## config.mk

```make
export PLATFORM = sky130hd
export DESIGN_NAME = frame_receive_descrambler
export DESIGN_NICKNAME = d
export VERILOG_FILES = /design/src/hw/rtl/frd_pkg.sv /design/src/hw/rtl/frd_step.sv /design/src/hw/rtl/frame_receive_descrambler.sv
export SDC_FILE = /design/constraint.sdc
export NUM_CORES = 1
export LEC_CHECK = 0
export BUFFER_PORTS_ARGS = -buffer_cell sky130_fd_sc_hd__buf_2
export CAP_MARGIN = 0
export CORE_ASPECT_RATIO = 0.6
export CORE_UTILIZATION = 36
export CTS_BUF_LIST = sky130_fd_sc_hd__clkbuf_16
export CTS_CLUSTER_DIAMETER = 30
export DETAILED_ROUTE_END_ITERATION = 12
export GPL_TIMING_DRIVEN = 0
export PLACE_DENSITY_LB_ADDON = 0.12
export SLEW_MARGIN = 20
export SYNTH_ARGS = -nofsm -noshare
export SYNTH_HDL_FRONTEND = slang
export SYNTH_SLANG_ARGS = --single-unit
```

## constraint.sdc

```tcl
create_clock -name aclk -period 3.5 [get_ports aclk]
set_clock_uncertainty 0.05 [all_clocks]
set_input_delay 0.7 -clock aclk [delete_from_list [all_inputs] [get_ports aclk]]
set_output_delay 0.7 -clock aclk [all_outputs]
set_load 0.01 [all_outputs]
```

## src/hw/rtl/frd_pkg.sv

```systemverilog
`timescale 1ns / 1ps

package frd_pkg;

    localparam logic [1:0] KIND_BYTE       = 2'd0;
    localparam logic [1:0] KIND_EMPTY      = 2'd1;
    localparam logic [1:0] KIND_SIZE_ERROR = 2'd2;

    localparam logic [1:0]  HDR_KEY     = 2'd0;
    localparam logic [1:0]  HDR_LEN_LO  = 2'd1;
    localparam logic [1:0]  HDR_LEN_HI  = 2'd2;

    localparam logic [15:0] HEADER_BYTES    = 16'd3;
    localparam logic [15:0] MAX_BODY_RESET  = 16'd8192;

    typedef struct packed {
        logic        in_body;
        logic [1:0]  header_count;
        logic [7:0]  key;
        logic [15:0] length;
        logic [15:0] index;
    } frame_state_t;

    typedef struct packed {
        logic [1:0]  kind;
        logic [7:0]  data_byte;
        logic [15:0] byte_index;
        logic [15:0] body_length;
        logic [7:0]  frame_key;
        logic        last;
    } frame_result_t;

endpackage

```

## src/hw/rtl/frd_step.sv

```systemverilog
`timescale 1ns / 1ps

module frd_step (
    input  frd_pkg::frame_state_t  state,
    input  logic [7:0]             rx_byte,
    input  logic [15:0]            max_body_length,
    output frd_pkg::frame_state_t  state_next,
    output logic                   res_valid,
    output frd_pkg::frame_result_t res
);
    import frd_pkg::*;

    logic [15:0] total;
    logic [15:0] body_len;
    logic [16:0] index_inc;
    logic        body_last;
    logic [7:0]  mask;
    logic [7:0]  offset;
    logic [7:0]  descrambled;

    assign total     = {rx_byte, state.length[7:0]};
    assign body_len  = total - HEADER_BYTES;
    assign index_inc = {1'b0, state.index} + 17'd1;
    assign body_last = index_inc >= {1'b0, state.length};

    // Only the low byte of (n - i) matters for the XOR mask.
    assign mask        = state.key ^ (state.length[7:0] - state.index[7:0]);
    assign offset      = state.index[7:0] ^ state.key;
    assign descrambled = (state.key != 8'd0) ? ((rx_byte ^ mask) - offset) : rx_byte;

    always_comb begin
        state_next = state;
        res_valid  = 1'b0;
        res        = '0;
        res.frame_key = state.key;
        res.last      = 1'b1;

        if (!state.in_body) begin
            case (state.header_count)
                HDR_KEY: begin
                    state_next.key          = rx_byte;
                    state_next.header_count = HDR_LEN_LO;
                end
                HDR_LEN_LO: begin
                    state_next.length       = {8'd0, rx_byte};
                    state_next.header_count = HDR_LEN_HI;
                end
                default: begin
                    state_next.header_count = HDR_KEY;
                    state_next.index        = 16'd0;
                    if (total < HEADER_BYTES) begin
                        state_next.length = 16'd0;
                        res_valid         = 1'b1;
                        res.kind          = KIND_SIZE_ERROR;
                    end else if (body_len == 16'd0) begin
                        state_next.length = 16'd0;
                        res_valid         = 1'b1;
                        res.kind          = KIND_EMPTY;
                    end else if (body_len > max_body_length) begin
                        state_next.length = 16'd0;
                        res_valid         = 1'b1;
                        res.kind          = KIND_SIZE_ERROR;
                    end else begin
                        state_next.length  = body_len;
                        state_next.in_body = 1'b1;
                    end
                end
            endcase
        end else begin
            res_valid       = 1'b1;
            res.kind        = KIND_BYTE;
            res.data_byte   = descrambled;
            res.byte_index  = state.index;
            res.body_length = state.length;
            res.last        = body_last;
            if (body_last) begin
                // return to the header; leave length as is
                state_next.in_body      = 1'b0;
                state_next.header_count = HDR_KEY;
                state_next.index        = 16'd0;
            end else begin
                state_next.index = index_inc[15:0];
            end
        end
    end

endmodule

```

## src/hw/rtl/frame_receive_descrambler.sv

```systemverilog
`timescale 1ns / 1ps

// Framed byte receiver with on-the-fly descrambling.
// Input channel (s_valid / s_ready / s_rx_byte): one received byte per item.
// Each frame is a key byte, a little-endian 16-bit total length (header
// included), then the body. Header bytes produce no result; the last header
// byte may produce an empty-frame or size-error item instead of a body.
// Result channel (m_valid / m_ready / m_*): one item per body byte, plus one
// item per empty or rejected frame. cfg_we / cfg_wdata load the body limit;
// write it only while the block is idle.
// An accepted item passes through the input register, then the result
// register, before it is presented on m_*. Throughput is one item per
// cycle while the receiver does not stall; the decode is combinational.
// Reset clears the frame state, empties both registers and sets the limit
// to 8192. When the receiver stalls, the result holds and the input register
// fills; s_ready drops only when both are occupied.
module frame_receive_descrambler (
    input  logic        aclk,
    input  logic        aresetn,
    input  logic        cfg_we,
    input  logic [15:0] cfg_wdata,
    input  logic        s_valid,
    output logic        s_ready,
    input  logic [7:0]  s_rx_byte,
    output logic        m_valid,
    input  logic        m_ready,
    output logic [1:0]  m_kind,
    output logic [7:0]  m_data_byte,
    output logic [15:0] m_byte_index,
    output logic [15:0] m_body_length,
    output logic [7:0]  m_frame_key,
    output logic        m_last
);
    import frd_pkg::*;

    logic [15:0]   max_len_reg;
    logic          in_valid_reg;
    logic [7:0]    in_byte_reg;
    frame_state_t  state_reg;
    frame_state_t  state_next;
    logic          out_valid_reg;
    frame_result_t out_reg;
    logic          res_valid;
    frame_result_t res;
    logic          advance;

    assign advance = in_valid_reg && (!out_valid_reg || m_ready);
    assign s_ready = !in_valid_reg || advance;

    frd_step u_step (
        .state          (state_reg),
        .rx_byte        (in_byte_reg),
        .max_body_length(max_len_reg),
        .state_next     (state_next),
        .res_valid      (res_valid),
        .res            (res)
    );

    always_ff @(posedge aclk) begin
        if (!aresetn) begin
            max_len_reg   <= MAX_BODY_RESET;
            in_valid_reg  <= 1'b0;
            state_reg     <= '0;
            out_valid_reg <= 1'b0;
        end else begin
            if (cfg_we) begin
                max_len_reg <= cfg_wdata;
            end
            if (s_valid && s_ready) begin
                in_valid_reg <= 1'b1;
            end else if (advance) begin
                in_valid_reg <= 1'b0;
            end
            if (advance) begin
                state_reg     <= state_next;
                out_valid_reg <= res_valid;
            end else if (m_ready) begin
                out_valid_reg <= 1'b0;
            end
        end
    end

    always_ff @(posedge aclk) begin
        if (s_valid && s_ready) begin
            in_byte_reg <= s_rx_byte;
        end
        if (advance) begin
            out_reg <= res;
        end
    end

    assign m_valid       = out_valid_reg;
    assign m_kind        = out_reg.kind;
    assign m_data_byte   = out_reg.data_byte;
    assign m_byte_index  = out_reg.byte_index;
    assign m_body_length = out_reg.body_length;
    assign m_frame_key   = out_reg.frame_key;
    assign m_last        = out_reg.last;

    a_body_no_header_count: assert property (@(posedge aclk) disable iff (!aresetn)
        state_reg.in_body |-> state_reg.header_count == HDR_KEY)
        else $error("header count nonzero while in body");

    a_index_below_length: assert property (@(posedge aclk) disable iff (!aresetn)
        state_reg.in_body |-> state_reg.index < state_reg.length)
        else $error("body index ran past body length");

    a_event_is_last: assert property (@(posedge aclk) disable iff (!aresetn)
        m_valid && m_kind != KIND_BYTE |-> m_last && m_data_byte == 8'd0
            && m_body_length == 16'd0)
        else $error("event item with body fields set");

    a_byte_in_range: assert property (@(posedge aclk) disable iff (!aresetn)
        m_valid && m_kind == KIND_BYTE |-> m_byte_index < m_body_length)
        else $error("body item index out of range");

endmodule

```

==> results.py, run 1 <==
metrics = {
    "status": {
        "outcome": "complete, no violations",
    },
    "clock_tree": {
        "cts_made_buffers": 17,
        "cts_sinks": 120,
        "clk_pin_slew_worst_paths_ns": 0.06,
        "h-tree-depth": 4,
        "tritoncts": "built",
        "root_buffer": "clkbuf_16",
        "clockBufferDepth": 2,
        "cts_hold_buf": 0,
        "clock_latency_ns": 0.42,
    },
    "timing": {
        "setup_viol": 0,
        "hold_violations": 0,
        "rsz0062_at_grt": "true",
        "post-route-period-util_pct": 99.0,
        "holdWs_ns": 0.399,
        "slew_viol_final": 0,
        "fin_crit_ns": 3.47,
        "fmax_mhz": 289,
        "worstMarginPinSlew_ns": 0.816,
        "relSlewSlack_pct": 45.4,
        "worst_slack_ns": 0.0346,
    },
    "placement": {
        "io_buffer_count": 79,
        "dp_hpwl_um": 14100,
        "routabilityCongestion": 0.857,
        "dp_slack_ns": -0.701,
        "placed_cells": 1039,
    },
    "worst_setup_path": {
        "cp-end-kind": "flop",
        "start_kind": "flop",
        "worstReg2RegEnd": "m_kind[1]$_SDFFCE_PP0P_",
        "rrSetupSlack_ns": 0.03,
        "worstSetupPathType": "flop to flop",
        "crit_arrival_ns": 3.58,
        "crit_fanout": 10,
        "startpoint": "in_byte_reg[0]$_DFFE_PP_",
        "crit_required_ns": 3.62,
        "r2r_cells": 14,
        "r2r-start": "in_byte_reg[0]$_DFFE_PP_",
    },
    "cells_and_area": {
        "finish.utilization_pct": 46.2,
        "drive_above_1_share_pct": 23.6,
        "nNetsFinal": 916,
        "final_cell_mix": "buf_2, nand2_1, edfxtp_1",
        "fillCellCount": 1819,
        "stdcell_count": 1096,
        "syn_to_final_growth_pct": 25.8,
        "seq_area_um2": 3010,
        "largest_reg_flops": 43,
        "diodes": 0,
        "multi_input_area_um2": 3870,
        "final_common_cell": "buf_2",
    },
    "synth": {
        "synth_warnings": 0,
        "synth-edff-count": 59,
        "syn_area_um2": 6990,
        "ys.flop_type": "dfxtp_1",
        "synth_nets": 793,
        "ys_ff_latch": 120,
        "synth.yosys.seq_area_share_pct": 42.8,
        "ys_types": 66,
        "async_flop_share_pct": 0,
        "syn_inst": 714,
        "synth.avg_cell_area_um2": 9.79,
    },
    "detailed_routing": {
        "dr_total_vias": 5653,
        "dr.pass1.iters": 5,
        "ant_nets": 0,
        "viasPerCell": 5.16,
        "route.detailed.drc": 0,
        "wirelength_um": 19500,
        "initialDrtViolationCount": 289,
        "avgRoutedWirePerCell_um": 17.8,
    },
    "min_path": {
        "whs_endpoint": "in_byte_reg[5]$_DFFE_PP_",
        "hold_class": "input pin to flop",
        "worstHoldPathCells": 1,
        "hold_start": "s_rx_byte[5]",
    },
    "floorplanning": {
        "initial_core_util_pct": 36.7,
        "dieHeight_um": 110,
        "io_pins": 82,
        "die_w_um": 182,
        "dieArea_um2": 20000,
        "fp.coreArea_um2": 19000,
        "row_count": 39,
    },
    "pwr": {
        "leakage_uw": 0.00351,
        "clkPwrFrac_pct": 45.6,
        "p_sw_share_pct": 25.6,
        "power_density_nw_per_um2": 452,
        "combPwrFrac_pct": 15.3,
        "ir_drop_uv": 371,
        "power.internal_uw": 2950,
        "seqPwrFrac_pct": 39.1,
        "power.switching_uw": 1020,
    },
    "global_route": {
        "gr-usage-all-layers_pct": 20.1,
        "grt_max_degree": 56,
        "overflow": 0,
        "grt_pass1_wl_um": 30000,
        "antenna_found_initial": 0,
        "grt_pass1_vias": 5357,
    },
    "run": {
        "drv_cap": 0,
    },
}
## cells in the mapped netlist (17+ instances only)
cell      count  area [µm²]
a21oi_1      30         150
and2_1       35         219
clkbuf_1     23        86.3
dfxtp_1      61        1220
edfxtp_1     59        1770
ha_1         48         601
inv_1        49         184
mux2i_1      26         260
nand2_1      60         225
nand3_1      23         115
nand4_1      17         106
nor2_1       27         101
nor2b_1      38         238
o21ai_0      20         100
xnor2_1      44         385
## through the flow
step / instance area [µm²] / power, µW / setup TNS [ns]
global route: 8790 / 4130 / -0.786
global placement: 7690 / 2100 / -19.87
CTS: 8480 / 3950 / 0
finish: 8790 / 3970 / 0
floorplan: 6990 / 1960 / 0
detailed placement: 7700 / 2120 / -18.82
## per-layer routing
layer  routed length [µm]  part of all wire (%)  global-route usage, %  vias to the layer above
met4                  265                   1.4                   5.82                        0
met3                 1130                   5.8                   4.50                       20
li1                     -                     -                      -                     2770
met5                    0                     0                      0                        -
met2                 7970                    41                   29.1                      171
met1                10200                    52                   29.6                     2692
## final cells by class
cell class	instances	area share, %
sequential	120	34.3
multi-input combinational	505	44.1
clock buffer	17	4.84
inverter	50	2.16
timing repair buffer	105	6.72
clock inverter	15	1.92
buffer	38	2.51
tap	246	3.50
## how the worst max path moves through the flow
| stage | end | slack, ns | cells past startpoint |
|---|---|---|---|
| global route | m_kind[1]$_SDFFCE_PP0P_ | -0.10 | 14 |
| CTS | m_kind[1]$_SDFFCE_PP0P_ | 0.004 | 14 |
| detailed placement | m_kind[1]$_SDFFCE_PP0P_ | -0.70 | 14 |
| global placement | state_reg[6]$_SDFFE_PN0P_ | -0.75 | 8 |
| floorplan | m_kind[1]$_SDFFCE_PP0P_ | 0.10 | 14 |
| finish | m_kind[1]$_SDFFCE_PP0P_ | 0.03 | 14 |
## critical path: stages, from the launching register on
cell      delay [ns]
edfxtp_1        0.43
buf_2           0.24
nor2_1          0.13
nand2_1         0.17
nor3_4          0.27
nand3b_1        0.13
xnor2_1         0.18
ha_1            0.34
nand4_1         0.16
nor3_2          0.22
and4_1          0.25
a41oi_2         0.05
a31oi_2         0.22
buf_6           0.17
and3b_1         0.21
## power by group through the flow
stage               sequential [µW]  clock [µW]  combinational, µW
finish                         1550        1810                607
global route                   1560        1900                671
CTS                            1550        1830                559
detailed placement             1580           0                531
global placement               1580           0                518
floorplan                      1590           0                378
## timing repair
| item | in CTS | in global routing |
|---|---|---|
| gates resized for setup | 34 | 44 |
| endpoints found under the setup margin | 40 | 40 |
| pin swaps | 8 | 26 |
| buffers inserted | 10 | 16 |
## logic make-up (layout without fill, tap and decap cells)
| group | count (synthesis) | in the layout | share of synthesized area [%] |
|---|---|---|---|
| fa+ha+maj | 50 | 50 | 9.17 |
| xor+xnor | 62 | 62 | 7.99 |
| buf+inv | 89 | 225 | 5.44 |
| compound gates | 113 | 113 | 10.8 |
| simple gates | 254 | 254 | 20.1 |
| mux | 26 | 26 | 3.72 |
| flops | 120 | 120 | 42.8 |
No activity file was read; power rests on OpenSTA's default activity.
==> run 2, diff against run 1 <==
- CTS_BUF_LIST: sky130_fd_sc_hd__clkbuf_16 -> sky130_fd_sc_hd__clkbuf_4 sky130_fd_sc_hd__clkbuf_8
- GPL_TIMING_DRIVEN: 0 -> not set
==> run 2 against run 1 <==
Register-to-register slack better by 0.14 ns. Largest cell class unchanged. Clock power is 32% lower. Flip-flop and latch count is the same. Worst hold slack lost 0.023 ns. Highest routed layer unchanged. Largest power group is now sequential cells.
==> results.py, run 2 (synthesis results as in run 1) <==
metrics = {
    "status": {
        "outcome": "complete, no violations",
    },
    "detailed_routing": {
        "wirelength_um": 18400,
        "viasPerCell": 5.12,
        "ant_nets": 0,
        "dr_total_vias": 5571,
        "dr.pass1.iters": 5,
        "route.detailed.drc": 0,
        "initialDrtViolationCount": 363,
        "avgRoutedWirePerCell_um": 16.9,
    },
    "floorplanning": {
        "dieHeight_um": 110,
        "dieArea_um2": 20000,
        "fp.coreArea_um2": 19000,
        "die_w_um": 182,
        "row_count": 39,
        "io_pins": 82,
        "initial_core_util_pct": 36.7,
    },
    "cells_and_area": {
        "syn_to_final_growth_pct": 20.4,
        "stdcell_count": 1089,
        "multi_input_area_um2": 3710,
        "postLayoutCellArea_um2": 8410,
        "drive_above_1_share_pct": 24.3,
        "nNetsFinal": 909,
        "largest_reg_flops": 43,
        "diodes": 0,
        "seq_area_um2": 3000,
        "finish.utilization_pct": 44.2,
        "fillCellCount": 1840,
        "final_common_cell": "buf_2",
        "final_cell_mix": "buf_2, nand2_1, edfxtp_1",
    },
    "placement": {
        "dp_hpwl_um": 13700,
        "placed_cells": 1050,
        "io_buffer_count": 81,
        "routabilityCongestion": 0.880,
        "place_area_um2": 7880,
    },
    "timing": {
        "hold_violations": 0,
        "fmax_mhz": 300,
        "tns_ns": 0,
        "worstMarginPinSlew_ns": 0.968,
        "post-route-period-util_pct": 95.1,
        "relSlewSlack_pct": 35.4,
        "slew_viol_final": 0,
        "fin_crit_ns": 3.33,
        "setup_viol": 0,
    },
    "worst_setup_path": {
        "worstSetupPathType": "flop to flop",
        "crit_arrival_ns": 3.66,
        "cp-end-kind": "flop",
        "r2r_cells": 16,
        "start_kind": "flop",
        "critical-path-top-delay-family": "simple AND/OR/NAND/NOR gates",
        "crit_fanout": 6,
        "worstReg2RegEnd": "state_reg[42]$_SDFFE_PN0P_",
        "rrSetupSlack_ns": 0.17,
        "cp_slowest_stage_delay_ns": 0.35,
        "path_cells": "ha_1 > nor3_2 > nand3_2 > buf_6 > nor2_1 > xor2_1 > ha_1 > nand4_1 > nor2_1 > o311ai_2 > a41oi_2 > a31oi_1 > buf_4 > buf_4 > nand3_1 > a31oi_1",
        "crit_path_top_delay_cell": "dfxtp_2",
        "crit_required_ns": 3.83,
        "r2r-start": "state_reg[16]$_SDFFE_PN0P_",
        "path_buf_inv": 3,
    },
    "clock_tree": {
        "cts_made_buffers": 17,
        "cts_sinks": 120,
        "tritoncts": "built",
        "root_buffer": "clkbuf_8",
        "clockBufferDepth": 2,
        "clock_latency_ns": 0.45,
        "h-tree-depth": 4,
        "clk_pin_slew_worst_paths_ns": 0.08,
        "cts_hold_buf": 0,
    },
    "min_path": {
        "hold_start": "s_rx_byte[4]",
        "whs_endpoint": "in_byte_reg[4]$_DFFE_PP_",
        "worstHoldPathCells": 1,
        "hold_class": "input pin to flop",
    },
    "global_route": {
        "antenna_found_initial": 0,
        "met1_usage_pct": 28.5,
        "overflow": 0,
        "grt_pass1_wl_um": 28900,
        "grtUsageMet2_pct": 27.4,
        "grt_pass1_vias": 5280,
        "grt_most_used_layer": "met1",
        "grt_max_degree": 39,
        "grt.met3_usage_pct": 4.57,
        "gr-usage-all-layers_pct": 19.2,
    },
    "pwr": {
        "power_density_nw_per_um2": 399,
        "p_total_uw": 3360,
        "ir_drop_uv": 231,
        "leakage_uw": 0.00342,
    },
    "run": {
        "drv_cap": 0,
    },
}
## run 2: changes by cell type in the layout (fill, tap and decap cells not counted), moves of 5 or more
cell and change:
clkbuf_16 -17, clkbuf_1 -22, buf_6 -5, clkbuf_8 +17, buf_4 +22
## run 2: report_power, final
group | switching (µW) | internal, µW | total [µW] | leakage (µW)
Sequential | 38.7 | 1520 | 1560 | 0.00108
Clock | 602 | 629 | 1230 | 0.000181
Combinational | 314 | 256 | 570 | 0.00216
## run 2: how the worst max path moves through the flow
stage / from / endpoint / slack (ns) / cells past startpoint
global route: state_reg[18]$_SDFFE_PN0P_ / state_reg[25]$_SDFFE_PN0P_ / -0.05 / 15
CTS: state_reg[1]$_SDFFE_PN0P_ / state_reg[2]$_SDFFE_PN0P_ / 0.04 / 15
floorplan: state_reg[16]$_SDFFE_PN0P_ / m_kind[1]$_SDFFCE_PP0P_ / 0.10 / 14
detailed placement: state_reg[0]$_SDFFE_PN0P_ / state_reg[2]$_SDFFE_PN0P_ / -0.06 / 15
finish: state_reg[16]$_SDFFE_PN0P_ / state_reg[42]$_SDFFE_PN0P_ / 0.17 / 16
global placement: state_reg[0]$_SDFFE_PN0P_ / state_reg[3]$_SDFFE_PN0P_ / 0.05 / 15
## run 2: per-layer routing
layer	share of wire [%]	vias up
li1	-	2752
met1	52	2624
met2	40	181
met3	6.8	14
met4	0.99	0
met5	0	-
## run 2: final cells by class
class / instances / share of cell area [%]
Tap cell: 246 / 3.66
Sequential cell: 120 / 35.7
Clock buffer: 18 / 2.87
Clock inverter: 14 / 1.61
Timing Repair Buffer: 136 / 9.81
Multi-Input combinational cell: 505 / 44.1
Inverter: 50 / 2.23
## run 2: worst register-to-register path, stage by stage (launching register included)
cell and delay (ns):
dfxtp_2 0.35, ha_1 0.22, nor3_2 0.24, nand3_2 0.16
buf_6 0.18, nor2_1 0.13, xor2_1 0.24, ha_1 0.27
nand4_1 0.12, nor2_1 0.07, o311ai_2 0.30, a41oi_2 0.16
a31oi_1 0.16, buf_4 0.18, buf_4 0.15, nand3_1 0.10
a31oi_1 0.19
## run 2: through the flow
stage | hold slack (ns) | worst slack [ns]
2_1_floorplan | 0.381 | 0.103
3_3_place_gp | 0.405 | 0.0478
3_5_place_dp | 0.402 | -0.0581
4_1_cts | 0.348 | 0.0373
5_1_grt | 0.339 | -0.0503
6_report | 0.376 | 0.172
## run 2: timing repair
item                                    in CTS  in global routing
resized for setup                            3                 27
gates cloned                                 0                  0
setup buffers                                0                  7
pin swaps                                    0                 21
endpoints found under the setup margin      13                 39
